File: src/rtl/aesp_pkg.sv
// Shared types and constants of the ANSI escape sequence parser.
package aesp_pkg;

	// Result kinds
	typedef enum logic [2:0] {
		K_PLAIN    = 3'd0,
		K_CSI_CTRL = 3'd1,
		K_CSI_DONE = 3'd2,
		K_OSC_DONE = 3'd3,
		K_ESC_DONE = 3'd4,
		K_PARAM    = 3'd5,
		K_BAD_CSI  = 3'd6,
		K_BAD_ESC  = 3'd7
	} kind_t;

	// Back-end drain sequencer states
	typedef enum logic [1:0] {
		BK_IDLE,
		BK_READ,
		BK_SEND
	} bk_state_t;

	// Widest counts and addresses over the supported buffer depths
	localparam int PCNT_W  = 9;
	localparam int ICNT_W  = 4;
	localparam int PADDR_W = 8;
	localparam int CODE_W  = 21;

	// Command queue between front and back
	localparam int QDEPTH = 4;
	localparam int QAW    = 2;

	// One command handed from the front end to the back end
	typedef struct packed {
		kind_t              kind;
		logic [CODE_W-1:0]  value;
		logic [CODE_W-1:0]  intro;
		logic [7:0]         flag;
		logic [PCNT_W-1:0]  pcount;
		logic [ICNT_W-1:0]  icount;
		logic [31:0]        ibytes;
		logic               ovf;
	} aesp_cmd_t;

	// Parameter store write port driven by the front end
	typedef struct packed {
		logic               en;
		logic [PADDR_W-1:0] addr;
		logic [CODE_W-1:0]  data;
	} aesp_wr_t;

	// Back-end status seen by the front end
	typedef struct packed {
		logic busy;
		logic drain_done;
	} aesp_bk_stat_t;

endpackage

File: src/rtl/aesp_front.sv
// Front end: accepts characters, classifies them and tracks sequence state.
module aesp_front #(
	parameter int PARAM_DEPTH = 32,
	parameter int INTER_DEPTH = 4
) (
	input  logic                     clk,
	input  logic                     arst_n,
	input  logic                     in_valid,
	output logic                     in_stall,
	input  logic [20:0]              char_code,
	input  logic                     q_full,
	output logic                     q_push,
	output aesp_pkg::aesp_cmd_t      q_cmd,
	output aesp_pkg::aesp_wr_t       wr,
	input  aesp_pkg::aesp_bk_stat_t  bk_stat
);
	import aesp_pkg::*;

	localparam int PCW    = $clog2(PARAM_DEPTH + 1);
	localparam int PAW    = $clog2(PARAM_DEPTH);
	localparam int ICW    = $clog2(INTER_DEPTH + 1);
	localparam int PACK_N = (INTER_DEPTH < 4) ? INTER_DEPTH : 4;

	typedef enum logic [2:0] {
		CL_CONTROL,
		CL_PARAM,
		CL_INTER,
		CL_ALPHA,
		CL_INVALID
	} cls_t;

	localparam logic [20:0] C_ESC     = 21'h1B;
	localparam logic [20:0] C_CSI     = 21'h5B;
	localparam logic [20:0] C_OSC     = 21'h5D;
	localparam logic [20:0] C_BEL     = 21'h07;
	localparam logic [20:0] C_ST      = 21'h9C;
	localparam logic [20:0] C_PRIV_LO = 21'h3C;
	localparam logic [20:0] C_PRIV_HI = 21'h3F;

	function automatic cls_t classify(input logic [20:0] c);
		cls_t r;
		if (c > 21'h9F) begin
			r = CL_INVALID;
		end else begin
			case (c[7:0]) inside
				[8'h00:8'h1F], [8'h7F:8'h9F]: r = CL_CONTROL;
				[8'h20:8'h2F]:                r = CL_INTER;
				[8'h30:8'h3F]:                r = CL_PARAM;
				default:                      r = CL_ALPHA;
			endcase
		end
		return r;
	endfunction

	logic              in_seq_q;
	logic              intro_valid_q;
	logic [20:0]       intro_q;
	logic [7:0]        flag_q;
	logic [PCW-1:0]    pfill_q;
	logic [ICW-1:0]    ifill_q;
	logic              ovf_q;
	logic              pend_q;
	logic [7:0]        inter_q [INTER_DEPTH];

	logic              accept;
	cls_t              cls;
	logic [20:0]       intro_now;
	logic [31:0]       packed_bytes;
	logic              open_seq;
	logic              take_intro;
	logic              flag_we;
	logic              p_add;
	logic              i_add;
	logic              fin;
	logic              fail;
	logic              emit;
	kind_t             ekind;
	logic [20:0]       eval;
	logic              p_room;
	logic              i_room;

	assign in_stall = q_full || pend_q;
	assign accept   = in_valid && !in_stall;
	assign p_room   = pfill_q < PCW'(PARAM_DEPTH);
	assign i_room   = ifill_q < ICW'(INTER_DEPTH);

	// Decode the accepted character against the current sequence state
	always_comb begin
		cls        = classify(char_code);
		intro_now  = intro_valid_q ? intro_q : char_code;
		open_seq   = 1'b0;
		take_intro = 1'b0;
		flag_we    = 1'b0;
		p_add      = 1'b0;
		i_add      = 1'b0;
		fin        = 1'b0;
		fail       = 1'b0;
		emit       = 1'b0;
		ekind      = K_PLAIN;
		eval       = char_code;
		if (accept) begin
			if (!in_seq_q) begin
				if (char_code == C_ESC) begin
					open_seq = 1'b1;
				end else begin
					emit  = 1'b1;
					ekind = K_PLAIN;
				end
			end else if (!intro_valid_q) begin
				take_intro = 1'b1;
				if (char_code == C_CSI || char_code == C_OSC) begin
					take_intro = 1'b1;
				end else if (cls == CL_INTER) begin
					i_add = 1'b1;
				end else if (cls == CL_INVALID) begin
					fail  = 1'b1;
					ekind = K_BAD_ESC;
				end else begin
					fin   = 1'b1;
					ekind = K_ESC_DONE;
					eval  = '0;
				end
			end else if (intro_q == C_CSI) begin
				case (cls)
					CL_PARAM: begin
						if (char_code >= C_PRIV_LO && char_code <= C_PRIV_HI) flag_we = 1'b1;
						else p_add = 1'b1;
					end
					CL_INTER: i_add = 1'b1;
					CL_ALPHA: begin
						fin   = 1'b1;
						ekind = K_CSI_DONE;
					end
					CL_CONTROL: begin
						emit  = 1'b1;
						ekind = K_CSI_CTRL;
					end
					default: begin
						fail  = 1'b1;
						ekind = K_BAD_CSI;
					end
				endcase
			end else if (intro_q == C_OSC) begin
				if (char_code == C_BEL || char_code == C_ST) begin
					fin   = 1'b1;
					ekind = K_OSC_DONE;
				end else begin
					p_add = 1'b1;
				end
			end else begin
				case (cls)
					CL_INTER: i_add = 1'b1;
					CL_PARAM, CL_ALPHA: begin
						fin   = 1'b1;
						ekind = K_ESC_DONE;
					end
					default: begin
						fail  = 1'b1;
						ekind = K_BAD_ESC;
					end
				endcase
			end
		end
	end

	// Pack kept intermediates, low byte first; unwritten slots read as zero
	always_comb begin
		packed_bytes = '0;
		for (int i = 0; i < PACK_N; i++) begin
			if (ifill_q > ICW'(i)) packed_bytes[8*i +: 8] = inter_q[i];
		end
	end

	// Build the queue command
	always_comb begin
		q_push = emit || fin || fail;
		q_cmd  = '0;
		q_cmd.kind  = ekind;
		q_cmd.value = eval;
		if (fin || fail) q_cmd.intro = intro_now;
		if (fin) begin
			q_cmd.flag   = (ekind == K_CSI_DONE) ? flag_q : 8'h00;
			q_cmd.pcount = PCNT_W'(pfill_q);
			q_cmd.icount = (ekind == K_OSC_DONE) ? '0 : ICNT_W'(ifill_q);
			q_cmd.ibytes = (ekind == K_OSC_DONE) ? '0 : packed_bytes;
			q_cmd.ovf    = ovf_q;
		end
	end

	assign wr.en   = p_add && p_room;
	assign wr.addr = PADDR_W'(pfill_q[PAW-1:0]);
	assign wr.data = char_code;

	always_ff @(posedge clk or negedge arst_n) begin
		if (!arst_n) begin
			in_seq_q      <= 1'b0;
			intro_valid_q <= 1'b0;
			intro_q       <= '0;
			flag_q        <= '0;
			pfill_q       <= '0;
			ifill_q       <= '0;
			ovf_q         <= 1'b0;
		end else if (fin || fail) begin
			in_seq_q      <= 1'b0;
			intro_valid_q <= 1'b0;
			intro_q       <= '0;
			flag_q        <= '0;
			pfill_q       <= '0;
			ifill_q       <= '0;
			ovf_q         <= 1'b0;
		end else begin
			if (open_seq) in_seq_q <= 1'b1;
			if (take_intro) begin
				intro_valid_q <= 1'b1;
				intro_q       <= char_code;
			end
			if (flag_we) flag_q <= char_code[7:0];
			if (p_add) begin
				if (p_room) pfill_q <= pfill_q + 1'b1;
				else ovf_q <= 1'b1;
			end
			if (i_add) begin
				if (i_room) ifill_q <= ifill_q + 1'b1;
				else ovf_q <= 1'b1;
			end
		end
	end

	// Hold input while a completed sequence's parameter bytes drain
	always_ff @(posedge clk or negedge arst_n) begin
		if (!arst_n) begin
			pend_q <= 1'b0;
		end else if (fin && pfill_q != '0) begin
			pend_q <= 1'b1;
		end else if (bk_stat.drain_done) begin
			pend_q <= 1'b0;
		end
	end

	always_ff @(posedge clk) begin
		for (int j = 0; j < INTER_DEPTH; j++) begin
			if (i_add && i_room && ifill_q == ICW'(j)) inter_q[j] <= char_code[7:0];
		end
	end

endmodule

File: src/rtl/aesp_fifo.sv
// Short command queue between the parser front end and the result back end.
module aesp_fifo (
	input  logic                 clk,
	input  logic                 arst_n,
	input  logic                 push,
	input  aesp_pkg::aesp_cmd_t  din,
	output logic                 full,
	input  logic                 pop,
	output aesp_pkg::aesp_cmd_t  dout,
	output logic                 empty
);
	import aesp_pkg::*;

	aesp_cmd_t         mem_q [QDEPTH];
	logic [QAW-1:0]    wp_q;
	logic [QAW-1:0]    rp_q;
	logic [QAW:0]      cnt_q;

	assign full  = cnt_q == (QAW+1)'(QDEPTH);
	assign empty = cnt_q == '0;
	assign dout  = mem_q[rp_q];

	always_ff @(posedge clk or negedge arst_n) begin
		if (!arst_n) begin
			wp_q  <= '0;
			rp_q  <= '0;
			cnt_q <= '0;
		end else begin
			if (push) wp_q <= wp_q + 1'b1;
			if (pop) rp_q <= rp_q + 1'b1;
			if (push && !pop) cnt_q <= cnt_q + 1'b1;
			else if (pop && !push) cnt_q <= cnt_q - 1'b1;
		end
	end

	always_ff @(posedge clk) begin
		if (push) mem_q[wp_q] <= din;
	end

endmodule

File: src/rtl/aesp_back.sv
// Back end: emits headers and drains stored parameter bytes to the output.
module aesp_back #(
	parameter int PARAM_DEPTH = 32
) (
	input  logic                     clk,
	input  logic                     arst_n,
	input  logic                     q_empty,
	input  aesp_pkg::aesp_cmd_t      q_cmd,
	output logic                     q_pop,
	input  aesp_pkg::aesp_wr_t       wr,
	output aesp_pkg::aesp_bk_stat_t  bk_stat,
	output logic                     out_valid,
	input  logic                     out_stall,
	output aesp_pkg::aesp_cmd_t      res,
	output logic                     res_last
);
	import aesp_pkg::*;

	localparam int PCW = $clog2(PARAM_DEPTH + 1);
	localparam int PAW = $clog2(PARAM_DEPTH);

	bk_state_t         state_q;
	bk_state_t         state_d;
	logic [PCW-1:0]    idx_q;
	logic [PCW-1:0]    cnt_q;
	logic [20:0]       mem_q [PARAM_DEPTH];
	logic [20:0]       rd_data_q;
	logic              out_valid_q;
	aesp_cmd_t         res_q;
	logic              last_q;

	logic              out_free;
	logic              drain;
	logic              rd_en;
	logic              load;
	logic              load_last;
	logic              idx_last;
	aesp_cmd_t         res_d;

	assign out_free = !out_valid_q || !out_stall;
	assign drain    = q_cmd.pcount != '0;
	assign idx_last = idx_q == cnt_q - 1'b1;

	always_comb begin
		state_d = state_q;
		case (state_q)
			BK_IDLE: if (!q_empty && out_free && drain) state_d = BK_READ;
			BK_READ: state_d = BK_SEND;
			BK_SEND: if (out_free) state_d = idx_last ? BK_IDLE : BK_READ;
			default: state_d = BK_IDLE;
		endcase
	end

	always_comb begin
		q_pop      = 1'b0;
		rd_en      = 1'b0;
		load       = 1'b0;
		load_last  = 1'b0;
		res_d      = '0;
		bk_stat.drain_done = 1'b0;
		bk_stat.busy       = state_q != BK_IDLE;
		case (state_q)
			BK_IDLE: begin
				if (!q_empty && out_free) begin
					q_pop     = 1'b1;
					load      = 1'b1;
					load_last = !drain;
					res_d     = q_cmd;
				end
			end
			BK_READ: rd_en = 1'b1;
			BK_SEND: begin
				if (out_free) begin
					load        = 1'b1;
					load_last   = idx_last;
					res_d.kind  = K_PARAM;
					res_d.value = rd_data_q;
					bk_stat.drain_done = idx_last;
				end
			end
			default: q_pop = 1'b0;
		endcase
	end

	always_ff @(posedge clk or negedge arst_n) begin
		if (!arst_n) begin
			state_q     <= BK_IDLE;
			idx_q       <= '0;
			cnt_q       <= '0;
			out_valid_q <= 1'b0;
		end else begin
			state_q <= state_d;
			if (q_pop && drain) begin
				idx_q <= '0;
				cnt_q <= PCW'(q_cmd.pcount);
			end else if (state_q == BK_SEND && out_free) begin
				idx_q <= idx_q + 1'b1;
			end
			if (load) out_valid_q <= 1'b1;
			else if (!out_stall) out_valid_q <= 1'b0;
		end
	end

	always_ff @(posedge clk) begin
		if (load) begin
			res_q  <= res_d;
			last_q <= load_last;
		end
	end

	// Parameter store: written by the front end, read one byte per drain step
	always_ff @(posedge clk) begin
		if (wr.en) mem_q[wr.addr[PAW-1:0]] <= wr.data;
		if (rd_en) rd_data_q <= mem_q[idx_q[PAW-1:0]];
	end

	assign out_valid = out_valid_q;
	assign res       = res_q;
	assign res_last  = last_q;

endmodule

File: src/rtl/ansi_escape_sequence_parser.sv
// Top level of the ANSI escape sequence parser.
// ECMA-48 escape sequence parser taking one character code per transaction.
// Plain characters pass through the command queue and the registered output
// stage and may follow each other every cycle while in_stall is low; an ESC,
// CSI, OSC or plain escape sequence is tracked by the front end, which writes
// up to PARAM_DEPTH parameter bytes into a memory in the back end and keeps
// INTER_DEPTH intermediate bytes in registers. A completed sequence yields a
// header result followed by its stored parameter bytes; each parameter byte
// is read from the memory and then loaded into the output. While those bytes
// drain the input is stalled, because the next sequence reuses the store. A
// four-entry command queue sits between the front and back ends, so plain
// characters keep flowing while the output side is stalled until it fills.
// The output is a registered stage: a new result loads whenever the current
// one is taken or the slot is empty. No clearing pass is needed after reset.
module ansi_escape_sequence_parser #(
	parameter int PARAM_DEPTH = 32,
	parameter int INTER_DEPTH = 4
) (
	input  logic                                clk,
	input  logic                                arst_n,
	input  logic                                in_valid,
	output logic                                in_stall,
	input  logic [20:0]                         char_code,
	output logic                                out_valid,
	input  logic                                out_stall,
	output logic [2:0]                          kind,
	output logic [20:0]                         value,
	output logic [20:0]                         intro_char,
	output logic [7:0]                          private_flag,
	output logic [$clog2(PARAM_DEPTH+1)-1:0]    param_count,
	output logic [$clog2(INTER_DEPTH+1)-1:0]    inter_count,
	output logic [31:0]                         inter_bytes,
	output logic                                overflow,
	output logic                                last
);
	import aesp_pkg::*;

	localparam int PCW = $clog2(PARAM_DEPTH + 1);
	localparam int ICW = $clog2(INTER_DEPTH + 1);

	logic           q_push;
	logic           q_pop;
	logic           q_full;
	logic           q_empty;
	aesp_cmd_t      q_in;
	aesp_cmd_t      q_out;
	aesp_wr_t       wr;
	aesp_bk_stat_t  bk_stat;
	aesp_cmd_t      res;
	logic           res_last;

	// Front end: classify each character and update sequence state
	aesp_front #(
		.PARAM_DEPTH(PARAM_DEPTH),
		.INTER_DEPTH(INTER_DEPTH)
	) u_front (
		.clk      (clk),
		.arst_n   (arst_n),
		.in_valid (in_valid),
		.in_stall (in_stall),
		.char_code(char_code),
		.q_full   (q_full),
		.q_push   (q_push),
		.q_cmd    (q_in),
		.wr       (wr),
		.bk_stat  (bk_stat)
	);

	// Decouple the two sides
	aesp_fifo u_fifo (
		.clk   (clk),
		.arst_n(arst_n),
		.push  (q_push),
		.din   (q_in),
		.full  (q_full),
		.pop   (q_pop),
		.dout  (q_out),
		.empty (q_empty)
	);

	// Back end: emit headers and drain parameter bytes
	aesp_back #(
		.PARAM_DEPTH(PARAM_DEPTH)
	) u_back (
		.clk      (clk),
		.arst_n   (arst_n),
		.q_empty  (q_empty),
		.q_cmd    (q_out),
		.q_pop    (q_pop),
		.wr       (wr),
		.bk_stat  (bk_stat),
		.out_valid(out_valid),
		.out_stall(out_stall),
		.res      (res),
		.res_last (res_last)
	);

	assign kind         = res.kind;
	assign value        = res.value;
	assign intro_char   = res.intro;
	assign private_flag = res.flag;
	assign param_count  = PCW'(res.pcount);
	assign inter_count  = ICW'(res.icount);
	assign inter_bytes  = res.ibytes;
	assign overflow     = res.ovf;
	assign last         = res_last;

	// The parameter store is never written while the back end drains it
	a_no_write_during_drain: assert property (@(posedge clk) disable iff (!arst_n)
		wr.en |-> !bk_stat.busy)
		else $error("parameter store written during drain");

	// The final drained byte shows up as the closing result of its sequence
	a_drain_ends_last: assert property (@(posedge clk) disable iff (!arst_n)
		bk_stat.drain_done |=> out_valid && last && kind == K_PARAM)
		else $error("drain end not marked last");

	// The command queue is never pushed when full
	a_no_queue_overrun: assert property (@(posedge clk) disable iff (!arst_n)
		q_push |-> !q_full)
		else $error("command queue overrun");

endmodule
File: config.mk
export PLATFORM = sky130hd
export DESIGN_NAME = ansi_escape_sequence_parser
export DESIGN_NICKNAME = d
export VERILOG_FILES = /design/src/rtl/aesp_pkg.sv /design/src/rtl/aesp_front.sv /design/src/rtl/aesp_fifo.sv /design/src/rtl/aesp_back.sv /design/src/rtl/ansi_escape_sequence_parser.sv
export SDC_FILE = /design/constraint.sdc
export NUM_CORES = 1
export LEC_CHECK = 0
export CORE_AREA = 2 2 308 431
export DETAILED_ROUTE_END_ITERATION = 10
export DIE_AREA = 0 0 310 433
export DONT_BUFFER_PORTS = 1
export SKIP_CTS_REPAIR_TIMING = 1
export SYNTH_ARGS = -nofsm -noshare
export SYNTH_HDL_FRONTEND = slang
export SYNTH_HIERARCHICAL = 1
export SYNTH_SLANG_ARGS = --single-unit
File: constraint.sdc
create_clock -name clk -period 7 [get_ports clk]
set_clock_uncertainty 0.05 [all_clocks]
set_input_delay 0.35 -clock clk [delete_from_list [all_inputs] [get_ports clk]]
set_output_delay 0.35 -clock clk [all_outputs]
set_load 0.005 [all_outputs]
==> metrics, run 1 <==
status=finished clean; core area=0.1304 mm^2; Max Slew Vio Count=0; Synth warnings=6; Std-Cell Rows=157; final hold viol count=0; Antenna Nets Post-Route=0; worst skew pair latency=750 ps; # H-tree levels=3; gr ovfl total=0; clk slew on worst S/H paths=~60 ps; # nets final=about 2600; switching share of power=26.38%; pre-CTS setup slack=between 2000 and 2500 ps; placed cell count=approximately 4200; drt via density=5.530; clock sinks=1277; Worst Hold Launch=char_code[19]; Hold WC Path Type=primary input to register; RSZ-0062 raised after global routing=no; final setup TNS=0 ps; drc violations=0; final setup margin=2375 ps; P_sw=between 5 and 6 mW; first-pass iteration count of the detailed router=5; die area=0.1342 mm^2; clock share of power=33.4%; Max Cap Violations=0; DRT Wirelength=~120000 um; worst vdd ir=roughly 0.23 mV; Crit Path Max Fanout=37; Critical R2R Launch=u_front/intro_q[19]; Worst-Margin Slew=1287 ps; Layout area overhead=12.68%; cells after synthesis=2547; die height=433 um; CP Capture Type=register; WP data arrival=4950 ps; number of global-route vias before repair=25056; startpoint types=register; vias after detailed routing=24509; GP Congestion=~0.80; Avg WL per Cell=around 27 um; syn avg cell area=19.70 um^2; Num CTS Buffers=111; CP Data Required Time=7320 ps; 1st-iter DRT viols=2114; CTS tree=done; Die X=310 um; cell-internal power=14.21 mW; Crit Path Class=register to register; initial cell density of the core=between 30 and 40%; Cell Area, Placed=0.05198 mm^2; fraction of layout cells with a size suffix above 1=roughly a fifth; Port Buf Inserts=0; Max clock buf depth=3; setup violators final=0; crit path from=u_front/intro_q[19]; static leakage power=17.25 nW; antenna violations before repair=5; Tcrit/Tclk final=~66%; largest net degree at the start of global routing=81; headroom to the max-slew limit=14.08%; final core occ=43.35%; Period minus WS final=approximately 4600 ps; Root Driver=clkbuf_16; sequential power share=about half; Gate power share=16.6%; first-pass GRT wire length=170000 um; non-filler cells, final=4432; I/O pins=123; Post-DP HPWL=70980 um; Final Cell Area=around 0.057 mm^2; Fmax=216.2 MHz; P per Cell Area=341.3 mW/mm^2; synthesized area=between 0.05 and 0.06 mm^2; GRT Resource Usage Total=17.22%
==> cell usage in the layout, fill, tap and decap left out, types with 33 or more instances in the layout <==
cell type / instances
edfxtp_1: 1213
nor3_1: 39
nand2_1: 51
nor2_2: 33
dfrtp_1: 58
mux2i_1: 131
a21oi_1: 85
and3_1: 77
clkbuf_16: 111
buf_4: 67
nor2_1: 36
a211oi_1: 39
a22o_1: 42
mux4_2: 220
==> critical path: stages (launching register included) <==
cell	delay [ps]
dfrtp_1	400
nor4b_1	560
nand4_1	370
nand4bb_1	280
a211oi_1	750
a2111o_1	240
a32o_1	340
and2_4	620
buf_4	580
==> worst paths after layout <==
kind	endpoint	slack [ps]	depth (start not counted)
max in group asynchronous	u_back/idx_q[0]	6430	2
worst min register to register	u_fifo/cnt_q[2]	440	1
min in group asynchronous	u_fifo/rp_q[1]	140	2
worst min-delay path	u_fifo/mem_q[3][73]	1	2
worst max-delay path	u_fifo/mem_q[1][66]	2380	8
worst max register to register	u_fifo/mem_q[1][66]	2380	8
==> registers in the layout (all words and copies together) (netlist names), 8 cells and up <==
signal,count
u_front/flag_q,8
u_front/inter_q,32
u_back/res,95
u_front/intro_q,21
u_fifo/mem_q,392
u_back/mem_q,672
u_back/rd_data_q,21
==> cell type report <==
class	instances	area (um^2)
well taps	1749	2188
flip-flops and latches	1277	38040
clock buffers	129	2855
multi-input cells	1055	11130
diodes	3	7.507
inverters	26	97.59
fillers	11156	73890
clock inverters	80	987.2
repair buffers	113	1231
==> stage by stage <==
step / hold slack [ps] / total power, mW
4_1_cts: -796.7 / 19.37
3_5_place_dp: 6.395 / 12.95
6_report: 1.479 / 19.30
3_3_place_gp: 6.988 / 12.89
2_1_floorplan: 4.409 / 12.09
5_1_grt: 11.58 / 20.04
==> power groups by stage <==
stage               sequential, mW  combinational (mW)  clock, mW
global placement              9.83                3.06          0
global route                  9.75                3.45       6.84
floorplan                     9.60                2.50          0
detailed placement            9.85                3.10          0
finish                        9.66                3.20       6.44
CTS                           9.69                3.11       6.57
==> metal layers <==
layer	GRT usage [%]	vias up	part of all wire, %
li1	-	10495	-
met1	20.80	13023	38
met2	30.92	801	53
met3	2.511	188	4.6
met4	6.573	2	3.7
met5	0	-	0.0092
No activity file was read; power rests on OpenSTA's default activity.
==> inputs of run 2 (changes only) <==
--- a/config.mk
+++ b/config.mk
@@ -5,9 +5,10 @@
 export SDC_FILE = /design/constraint.sdc
 export NUM_CORES = 1
 export LEC_CHECK = 0
-export CORE_AREA = 2 2 308 431
+export ABC_AREA = 1
+export CORE_AREA = 2 2 316 444
 export DETAILED_ROUTE_END_ITERATION = 10
-export DIE_AREA = 0 0 310 433
+export DIE_AREA = 0 0 318 446
 export DONT_BUFFER_PORTS = 1
 export SKIP_CTS_REPAIR_TIMING = 1
 export SYNTH_ARGS = -nofsm -noshare
==> constraint.sdc (replaced) <==
create_clock -name clk -period 4.1 [get_ports clk]
set_clock_uncertainty 0.05 [all_clocks]
set_input_delay 0.205 -clock clk [delete_from_list [all_inputs] [get_ports clk]]
set_output_delay 0.205 -clock clk [all_outputs]
set_load 0.005 [all_outputs]
==> run 2 against run 1 <==
Wire length grew 15%. Highest routed layer unchanged. Cell count grew 48%. The run now ends with hold timing left. Critical endpoint is now u_fifo/mem_q[2][50]. Largest cell class unchanged. Area after synthesis grew 5.9%. Flip-flop and latch count is the same. Sequential share of layout area shrank 4.1 points.
==> metrics, run 2 <==
Max Slew Vio Count=0; final setup TNS=0 ps; gr ovfl total=0; worst vdd ir=0.5116 mV; first-pass GRT wire length=197900 um; Tcrit/Tclk final=around 97%; top sig layer=met5; die height=446 um; Num CTS Buffers=130; final core occ=43.60%; status=finished with violations; Critical R2R Launch=u_front/intro_q[15]; Crit Path Class=primary input to register; # H-tree levels=4; syn avg cell area=around 11 um^2; 1st-iter DRT viols=~3200; Worst-Margin Slew=1252 ps; Max clock buf depth=3; clock sinks=1277; first-pass iteration count of the detailed router=5; routed wire length on met2=68490 um; synthesized area=0.05315 mm^2; Avg WL per Cell=20.98 um; Synth warnings=6; initial cell density of the core=38.51%; # nets final=4680; DRT Wirelength=around 140000 um; reg-to-reg endpoint=u_fifo/mem_q[2][68]; crit path from=char_code[7]; Post-DP HPWL=79930 um; Die X=318 um; most frequent cells in the layout=1331 x nand2_1, 1213 x edfxtp_1, 468 x nor2_1; Power Total=35.63 mW; RSZ-0062 raised after global routing=no; cells after synthesis=around 4600; drc violations=0; Worst Hold Launch=char_code[19]; startpoint types=primary input; final hold viol count=6; CP Capture Type=register; drt via density=5.083; violated checks=hold timing; I/O pins=123; CP bufs+invs=6; Worst path slowest cell=dlygate4sd3_1; Period minus WS final=roughly 4000 ps; Fmax=approximately 250 MHz; Routed met1 length=56130 um; CTS tree=done; static leakage power=22.84 nW; Port Buf Inserts=0; clk slew on worst S/H paths=60 ps; vias after detailed routing=between 30000 and 40000; Worst Reg2Reg Path Length in Cells=16; Crit path largest cell delay=~960 ps; max FFs per register=~670; hold slack=-12.71 ps; CP Data Required Time=4530 ps; Levels on crit path=18; worst setup path endpoint=u_fifo/mem_q[2][50]; number of global-route vias before repair=31687; Max Cap Violations=0; setup violators final=0; WP data arrival=4390 ps; metal3 WL=8546 um; Layout area overhead=13.22%; antenna violations before repair=13; Root Driver=clkbuf_16; die area=0.1418 mm^2; worst-path cell chain=dlygate4sd3_1, buf_16, inv_2, nand2_1, nor2_1, nand2_2, nand3_2, o21ai_1, nor2_1, nor2_4, nand2_4, nand2_8, nand2_4, inv_4, o31ai_1, nand2_1, clkinvlp_4, buf_4; GRT Resource Usage Total=18.52%; headroom to the max-slew limit=16.43%; GP Congestion=0.8591; fraction of layout cells with a size suffix above 1=8.846%; commonest non-fill, non-tap cell in the layout=nand2_1; top cell family by delay on the critical path=buffers and inverters; Std-Cell Rows=162; largest net degree at the start of global routing=193; worst skew pair latency=750 ps; P per Cell Area=between 500 and 600 mW/mm^2; Antenna Nets Post-Route=0; largest register by flop count=u_back/mem_q; core area=0.1380 mm^2; Worst R2R Setup Slack=380 ps; Hold WC Path Type=primary input to register; Crit Path Max Fanout=39
-- run 2: worst reg2reg max path, stage by stage (launching register included) --
cell        delay, ps
dfrtp_1           370
inv_1             140
nand3_1           110
nor2_2            120
nand2_1           110
nor2_4            200
nand2_1           110
nor2_2            160
nor2_4             60
nand2_4            90
nand2_8           160
nand2_4           280
inv_4              50
o31ai_1           260
nand2_1           210
clkinvlp_4        540
buf_4             380
-- run 2: metal layers --
metal / vias to the layer above / GRT usage [%]
li1: 15689 / -
met1: 16352 / 23.91
met2: 1120 / 31.53
met3: 225 / 3.011
met4: 2 / 6.644
met5: - / 0
-- run 2: area by class of cell --
class,instances,area [um^2]
multi-input combinational,2675,12180
clock inverter,75,703.2
timing repair buffer,146,1882
tap,1804,2257
clock buffer,164,3507
antenna,16,40.04
inverter,411,1574
sequential,1277,38040
fill,12477,77850
-- run 2: per-stage QoR --
step / instance area, um^2 / hold slack, ps / setup slack, ps / instances
after global placement: 55050 / -134.7 / 503.8 / 6264
after CTS: 59260 / -962.9 / 420.7 / 6503
final: 60180 / -12.71 / 141.1 / 6568
after floorplan: 53180 / -140.6 / 278.2 / 4637
after detailed placement: 55050 / -135.3 / 444.9 / 6264
after global routing: 60180 / 6.000 / 25.34 / 6565
-- run 2: how the worst min path moves through the flow --
stage                     endpoint  slack, ps  cells past startpoint
2_1_floorplan      u_back/cnt_q[0]       -140                      0
3_3_place_gp   u_front/intro_q[12]       -130                      0
3_5_place_dp   u_front/intro_q[12]       -140                      0
4_1_cts        u_front/intro_q[20]       -960                      0
5_1_grt          u_front/flag_q[0]          6                      7
6_report       u_fifo/mem_q[2][73]        -10                      2
-- run 2: power by group --
part | switching [mW] | internal (mW)
clock network | 4.95 | 6.73
logic | 5.47 | 2.05
registers | 0.698 | 15.7
total | 11.1 | 24.5
